--- config.mk ---
export PLATFORM = sky130hd
export DESIGN_NAME = wvm_digit_stage
export DESIGN_NICKNAME = d
export VERILOG_FILES = /design/src/hw/rtl/wvm_pkg.sv /design/src/hw/rtl/wvm_digit_stage.sv
export SDC_FILE = /design/constraint.sdc
export NUM_CORES = 1
export LEC_CHECK = 0
export BUFFER_PORTS_ARGS = -buffer_cell sky130_fd_sc_hd__buf_2
export CAP_MARGIN = 5
export CORE_AREA = 2 2 221 223
export DETAILED_ROUTE_END_ITERATION = 10
export DIE_AREA = 0 0 223 225
export PLACE_DENSITY_LB_ADDON = 0.3
export SLEW_MARGIN = 20
export SYNTH_ARGS = -nofsm -noshare
export SYNTH_HDL_FRONTEND = slang
export SYNTH_SLANG_ARGS = --single-unit
--- constraint.sdc ---
create_clock -name i_clk -period 47.6 [get_ports i_clk]
set_input_delay 7.14 -clock i_clk [delete_from_list [all_inputs] [get_ports i_clk]]
set_output_delay 7.14 -clock i_clk [all_outputs]
set_load 0.1 [all_outputs]
--- src/hw/rtl/wvm_pkg.sv ---
// shared types, constants and the radix-256 fold step for the wide modulo block
// no dependencies
`timescale 1ns / 1ps

package wvm_pkg;

    localparam int WordW      = 32;
    localparam int WordCount  = 8;
    localparam int ValueW     = WordW * WordCount;
    localparam int RemW       = 16;
    localparam int DivW       = RemW + 1;
    localparam int DigitW     = 8;
    localparam int StageCount = ValueW / DigitW;
    localparam logic [RemW-1:0] ResetDivisor = RemW'(210);

    typedef struct packed {
        logic              valid;
        logic [RemW-1:0]   rem;
        logic [ValueW-1:0] value;
    } t_stage_word;

    // zero in the register means 2^16
    function automatic logic [DivW-1:0] f_eff_div(input logic [RemW-1:0] div);
        logic [DivW-1:0] d;
        d = (div == '0) ? {1'b1, {RemW{1'b0}}} : {1'b0, div};
        return d;
    endfunction

    // one restoring step per bit, msb first
    function automatic logic [RemW-1:0] f_fold(input logic [RemW-1:0] rem,
                                               input logic [DigitW-1:0] digit,
                                               input logic [DivW-1:0] div);
        logic [DivW-1:0] acc;
        acc = {1'b0, rem};
        for (int i = DigitW - 1; i >= 0; i--) begin
            acc = {acc[RemW-1:0], digit[i]};
            if (acc >= div) begin
                acc = acc - div;
            end
        end
        return acc[RemW-1:0];
    endfunction

endpackage

--- src/hw/rtl/wvm_digit_stage.sv ---
// one pipeline stage: folds the top byte of the remaining value into the remainder
// depends on wvm_pkg
`timescale 1ns / 1ps

module wvm_digit_stage
    import wvm_pkg::*;
(
    input  logic            i_clk,
    input  logic            i_rst_n,
    input  logic [DivW-1:0] i_div,
    input  t_stage_word     i_word,
    output logic            o_ready,
    output t_stage_word     o_word,
    input  logic            i_ready
);

    logic              r_valid;
    logic [RemW-1:0]   r_rem;
    logic [ValueW-1:0] r_value;
    logic              n_valid;
    logic [RemW-1:0]   n_rem;
    logic [ValueW-1:0] n_value;
    logic              w_take;

    assign o_ready = !r_valid || i_ready;
    assign w_take  = i_word.valid && o_ready;
    assign n_valid = w_take ? 1'b1 : (r_valid && !i_ready);
    assign n_rem   = f_fold(i_word.rem, i_word.value[ValueW-1 -: DigitW], i_div);
    assign n_value = {i_word.value[ValueW-DigitW-1:0], {DigitW{1'b0}}};

    always_ff @(posedge i_clk) begin
        if (!i_rst_n) begin
            r_valid <= 1'b0;
        end else begin
            r_valid <= n_valid;
        end
    end

    always_ff @(posedge i_clk) begin
        if (w_take) begin
            r_rem   <= n_rem;
            r_value <= n_value;
        end
    end

    assign o_word.valid = r_valid;
    assign o_word.rem   = r_rem;
    assign o_word.value = r_value;

endmodule

== Word level (Yosys, flattened, before mapping) ==
Index checks and enable logic that the tools add are counted.

* Output and inout bits: 274
* Word-level logic and storage cells: 33
* Register bits: 265

* $add $sub $neg: 8
* Multiplexer cells: 9
* Order comparisons: 8
* Reductions and logical operators: 5

{| class="wikitable"
|+ Operator list
! cell !! count
|-
| $ge A17 B17 Y1 || 8
|-
| $mux W16 || 8
|-
| $sub A16 B16 Y16 || 8
|-
| $logic_and A1 B1 Y1 || 2
|-
| $logic_not A1 Y1 || 2
|-
| $logic_or A1 B1 Y1 || 1
|-
| $mux W1 || 1
|}

== Depth between registers and ports, before layout ==
* Depth after elaboration: 16
* Mapped depth: 84
* Depth with buffers taken out: 74

== Worst setup path before layout ==
No wires, ideal clock.

* Path kind: input to register
* Start: input i_div[1]
* End: register r_rem[3], data pin
* Buffers on the path: 11
* Data arrival time: 23,305 ps
* Stages on the path: 74
* Setup slack: 24,035 ps
* Library setup time: 260 ps
* Cell sequence: inv_1 > ha_1 > nor2b_1 > o31a_1 > o21ai_1 > a211o_1 > buf_2 > a21oi_1 > or2_2 > ha_1 > nor2b_1 > o31ai_1 > a21oi_1 > o31ai_2 > nand2_1 > buf_2 > o31ai_1 > inv_1 > (+38 left out) > inv_1 > ha_1 > nand4_1 > or2_2 > a211oi_1 > o31ai_1 > a32oi_1 > buf_2 > clkbuf_1 > mux2_2 > ha_1 > nor2_1 > a211oi_1 > o21ai_0 > a21o_1 > a21oi_1 > clkbuf_1 > mux2_2

* Cells in the longest elaborated chain, start to end: 16
* Elaborated cells on any way between the ends: 24
* Classes of those cells: add/sub: 8; order compare: 8; mux: 8

{| class="wikitable"
|+ Ends and longest elaborated chain
! what !! RTL line !! RTL
|-
| start: declaration || wvm_digit_stage.sv:10 || <nowiki>input logic [DivW-1:0] i_div,</nowiki>
|-
| $sub A16 B16 Y16 or $ge A17 B17 Y1 (tied branches) || wvm_pkg.sv:38, wvm_pkg.sv:37 ||
|-
| $mux W16 || wvm_pkg.sv:37 || <nowiki>if (acc >= div) begin</nowiki>
|-
| $sub A16 B16 Y16 or $ge A17 B17 Y1 (tied branches) || wvm_pkg.sv:38, wvm_pkg.sv:37 ||
|-
| $mux W16 || wvm_pkg.sv:37 ||
|-
| $sub A16 B16 Y16 or $ge A17 B17 Y1 (tied branches) || wvm_pkg.sv:38, wvm_pkg.sv:37 ||
|-
| $mux W16 || wvm_pkg.sv:37 ||
|-
| $sub A16 B16 Y16 or $ge A17 B17 Y1 (tied branches) || wvm_pkg.sv:38, wvm_pkg.sv:37 ||
|-
| $mux W16 || wvm_pkg.sv:37 ||
|-
| $sub A16 B16 Y16 or $ge A17 B17 Y1 (tied branches) || wvm_pkg.sv:38, wvm_pkg.sv:37 ||
|-
| $mux W16 || wvm_pkg.sv:37 ||
|-
| $sub A16 B16 Y16 or $ge A17 B17 Y1 (tied branches) || wvm_pkg.sv:38, wvm_pkg.sv:37 ||
|-
| $mux W16 || wvm_pkg.sv:37 ||
|-
| $ge A17 B17 Y1 or $sub A16 B16 Y16 (tied branches) || wvm_pkg.sv:37, wvm_pkg.sv:38 ||
|-
| $mux W16 || wvm_pkg.sv:37 ||
|-
| $sub A16 B16 Y16 or $ge A17 B17 Y1 (tied branches) || wvm_pkg.sv:38, wvm_pkg.sv:37 ||
|-
| $mux W16 (*) || wvm_pkg.sv:37 ||
|-
| named net n_rem[3] || wvm_digit_stage.sv:21 || <nowiki>logic [RemW-1:0] n_rem;</nowiki>
|-
| end signal: assignment || wvm_digit_stage.sv:41 || <nowiki>r_rem <= n_rem;</nowiki>
|-
| end: declaration || wvm_digit_stage.sv:18 || <nowiki>logic [RemW-1:0] r_rem;</nowiki>
|}

The timed path passes the listed nets; every way through them passes the cells marked *.
A chain may end at the register's enable or synchronous reset.

== Final worst setup path ==
* Start: input i_div[16]
* End: register r_rem[5], data pin

* Cells in the longest elaborated chain, start to end: 16
* Elaborated cells on any way between the ends: 23
* Classes of those cells: add/sub: 7; order compare: 8; mux: 8

{| class="wikitable"
|+ Ends and longest elaborated chain
! what !! RTL line
|-
| $ge A17 B17 Y1 || wvm_pkg.sv:37
|-
| $mux W16 || wvm_pkg.sv:37
|-
| $sub A16 B16 Y16 or $ge A17 B17 Y1 (tied branches) || wvm_pkg.sv:38, wvm_pkg.sv:37
|-
| $mux W16 || wvm_pkg.sv:37
|-
| $sub A16 B16 Y16 or $ge A17 B17 Y1 (tied branches) || wvm_pkg.sv:38, wvm_pkg.sv:37
|-
| $mux W16 || wvm_pkg.sv:37
|-
| $sub A16 B16 Y16 or $ge A17 B17 Y1 (tied branches) || wvm_pkg.sv:38, wvm_pkg.sv:37
|-
| $mux W16 || wvm_pkg.sv:37
|-
| $sub A16 B16 Y16 or $ge A17 B17 Y1 (tied branches) || wvm_pkg.sv:38, wvm_pkg.sv:37
|-
| $mux W16 || wvm_pkg.sv:37
|-
| $sub A16 B16 Y16 or $ge A17 B17 Y1 (tied branches) || wvm_pkg.sv:38, wvm_pkg.sv:37
|-
| $mux W16 || wvm_pkg.sv:37
|-
| $ge A17 B17 Y1 or $sub A16 B16 Y16 (tied branches) || wvm_pkg.sv:37, wvm_pkg.sv:38
|-
| $mux W16 || wvm_pkg.sv:37
|-
| $sub A16 B16 Y16 or $ge A17 B17 Y1 (tied branches) || wvm_pkg.sv:38, wvm_pkg.sv:37
|-
| $mux W16 (*) || wvm_pkg.sv:37
|-
| named net n_rem[5] || wvm_digit_stage.sv:21
|}

Marked as above.

==> metrics.log <==
INFO  metric number_of_global_route_vias_before_repair = 14010
INFO  metric viasPerCell = ~5.6
INFO  metric end_kind = flip-flop
INFO  metric place_area = 0.01970 mm2
INFO  metric critical-path-slowest-cell = sky130_fd_sc_hd__o31ai_1
INFO  metric worst_slew_margin_rel = between 30% and 40%
INFO  metric drt_pass1_iterations = 5
INFO  metric clk_latency = 0.56 ns
INFO  metric cp-start-kind = input port
INFO  metric max_clock_freq = roughly 0.037 GHz
INFO  metric cell_types_occupying_the_most_area_after_synthesis = sky130_fd_sc_hd__edfxtp_1 49%, sky130_fd_sc_hd__ha_1 11%, sky130_fd_sc_hd__a21oi_1 2.9%, sky130_fd_sc_hd__xnor2_1 2.7%, sky130_fd_sc_hd__nor2_1 2.7%
INFO  metric post_synth_num_cell_types = 86
INFO  metric min_period_over_period = 57.55%
INFO  metric timing.final.hold_violations = 0
INFO  metric wl_met2 = 31060 um
INFO  metric drt_drc_violations_left = 0
INFO  metric nNetsFinal = 2463
INFO  metric grt_first_pass_wirelength = between 90000 and 100000 um
INFO  metric finalCriticalPeriod = 27.39 ns
INFO  metric totalNegativeSetupSlack = 0 ns
INFO  metric initial_antenna_violation_count = 26
INFO  metric first_iter_violations = 1398
INFO  metric worstPathRequired = approximately 48 ns
INFO  metric yosysTopAreaCell = sky130_fd_sc_hd__edfxtp_1
INFO  metric critical_path_max_stage_delay = approximately 0.8 ns
INFO  metric syn-mean-instance-area = 11.15 um2
INFO  metric clock-root-buffer = sky130_fd_sc_hd__clkbuf_16
INFO  metric cts_tree = yes
INFO  metric core_area = 0.04755 mm2
INFO  metric final_common_cell = sky130_fd_sc_hd__buf_2
INFO  metric syn2layout_area_growth = 27.68%
INFO  metric cts.repair_timing.setup_buffer_count = 0
INFO  metric cts_made_buffers = 29
INFO  metric min-delay-path-class = reg2reg
INFO  metric floorplan.io_pins = approximately 570
INFO  metric global_route.overflow_total = 0
INFO  metric yosys_warnings = 0
INFO  metric finalSetupViolations = 0
INFO  metric status = finished clean
INFO  metric final_replace_weighted_congestion = 1.002
INFO  metric synthFlopType = sky130_fd_sc_hd__edfxtp_1
INFO  metric timing.critical_path.arrival = 27.70 ns
INFO  metric synth_enable_flop_cells = 264
INFO  metric die_h = 225 um
INFO  metric port_buffers = 558
INFO  metric synth_sequential_area_ratio = 49.18%
INFO  metric max_cap_viol_count = 0
INFO  metric std_cell_rows = 80
INFO  metric critical_path_class = in2reg
INFO  metric initial_core_util = 33.99%
INFO  metric synth-seq-cells = ~270
INFO  metric drt.antenna.violating_nets = 0
INFO  metric clock_tree.buffer_depth = 3
INFO  metric final_design_area_no_fill = 0.02064 mm2
INFO  metric worstPathMaxFanout = 30
INFO  metric netlist_area_before_placement = 0.01616 mm2
INFO  metric final.setup_skew = between 0.01 and 0.015 ns
INFO  metric clock_pin_transition_on_the_worst_setup_and_hold_timing_paths = 0.06 ns
INFO  metric detail_route.wl_per_cell = between 20 and 30 um
INFO  metric grt_max_degree = 85
INFO  metric number_of_instances_in_the_synthesized_netlist = 1450
INFO  metric drive_gt1_share = between 30% and 40%
INFO  metric most-common-layout-cells = 558 x sky130_fd_sc_hd__buf_2, 264 x sky130_fd_sc_hd__edfxtp_1, 136 x sky130_fd_sc_hd__ha_1
INFO  metric met1_length = 31030 um
INFO  metric clock_sink_count = around 270
INFO  metric met3RoutedLength = approximately 8300 um
INFO  metric timing.final.max_slew_violations = 0
INFO  metric fp.dieW = 223 um
INFO  metric area_of_the_die = 0.05018 mm2
INFO  metric grt_util_all_layers = 27.83%
INFO  metric highest-signal-layer = met5
INFO  metric asyncSetResetFlopFracSynth = 0%
INFO  metric postCtsHoldBufs = 0
INFO  metric post-dp-hpwl = a little under 60000 um
INFO  metric worst_tran_pin_value = 0.9225 ns
INFO  metric rsz0062_at_grt = false
INFO  metric netlist.area_leader.share = between 40 and 50%
INFO  metric routed_wl = around 73000 um
INFO  metric htreeDepth = 1
INFO  metric vias = 14810
INFO  metric critical_path.most_common_cell = sky130_fd_sc_hd__ha_1
INFO  metric cts.repair.resized = 0
## flip-flops by register name, indices dropped and copies added, names as in the netlist
signal	flops
r_value	248
r_rem	16
r_valid	1
## layout make-up
class / count / area [um2]
Inverter: 65 / 244.0
Tap cell: 615 / 769.5
Sequential cell: 265 / 7948
Clock inverter: 20 / 161.4
Clock buffer: 34 / 744.5
Multi-Input combinational cell: 1089 / 7814
Timing Repair Buffer: 576 / 2948
Antenna cell: 3 / 7.507
Fill cell: 4588 / 26910
## per-layer routing
| metal | vias up | track usage, % |
|---|---|---|
| met2 | 788 | 40.49 |
| met4 | 26 | 10.61 |
| met3 | 161 | 10.56 |
| met1 | 7153 | 37.39 |
| met5 | - | 0.09775 |
| li1 | 6683 | - |
## logic make-up after synthesis
group                    synth area share (%)
AO/OA/AOI/OAI                           17.74
XOR/XNOR                                4.715
adder cells (fa/ha/maj)                 11.52
buffers and inverters                   2.725
flip-flops                              49.18
multiplexers                            2.245
other                                 0.02320
AND/OR/NAND/NOR                         11.86
## worst paths after layout
check             startpoint       end  slack [ns]  cells past startpoint
setup / recovery   i_div[16]  r_rem[5]       20.21                     71
hold / removal       r_valid   r_valid        0.56                      2
setup reg to reg     r_valid  r_rem[4]       44.43                      4
hold reg to reg      r_valid   r_valid        0.56                      2
## Yosys cell counts, types with 20 or more instances
library cell,number
sky130_fd_sc_hd__edfxtp_1,264
sky130_fd_sc_hd__nor3_1,31
sky130_fd_sc_hd__nand3_1,30
sky130_fd_sc_hd__a21o_1,34
sky130_fd_sc_hd__o21a_1,38
sky130_fd_sc_hd__o31ai_1,22
sky130_fd_sc_hd__nor2b_1,20
sky130_fd_sc_hd__xnor2_1,50
sky130_fd_sc_hd__clkbuf_1,20
sky130_fd_sc_hd__inv_1,64
sky130_fd_sc_hd__o21ai_0,79
sky130_fd_sc_hd__xor2_1,37
sky130_fd_sc_hd__nand2_1,85
sky130_fd_sc_hd__a21oi_1,93
sky130_fd_sc_hd__mux2_2,25
sky130_fd_sc_hd__ha_1,136
sky130_fd_sc_hd__a31oi_1,21
sky130_fd_sc_hd__nor2_1,116
## per-stage QoR
| step | std cells | hold WS (ns) | util (%) | worst slack (ns) |
|---|---|---|---|---|
| final | 2667 | 0.5627 | 43.40 | 20.21 |
| after global routing | 2665 | 0.5920 | 43.39 | 18.72 |
| after CTS | 2663 | 0.5543 | 43.33 | 20.71 |
| after detailed placement | 2609 | 0.5404 | 41.42 | 20.16 |
| after global placement | 2609 | 0.5266 | 41.42 | 20.21 |
| after floorplan | 1457 | 1.252 | - | 24.03 |
## critical path, delay by kind of cell
kind | cells | cell delay (ns)
AO/OA/AOI/OAI | 29 | 9.03
adder cells (fa/ha/maj) | 8 | 2.63
buffers and inverters | 11 | 2.72
multiplexers | 2 | 0.77
AND/OR/NAND/NOR | 21 | 5.31
Power is not shown: default switching activity piles up to over one toggle a cycle in this logic, so the estimate is an artifact.
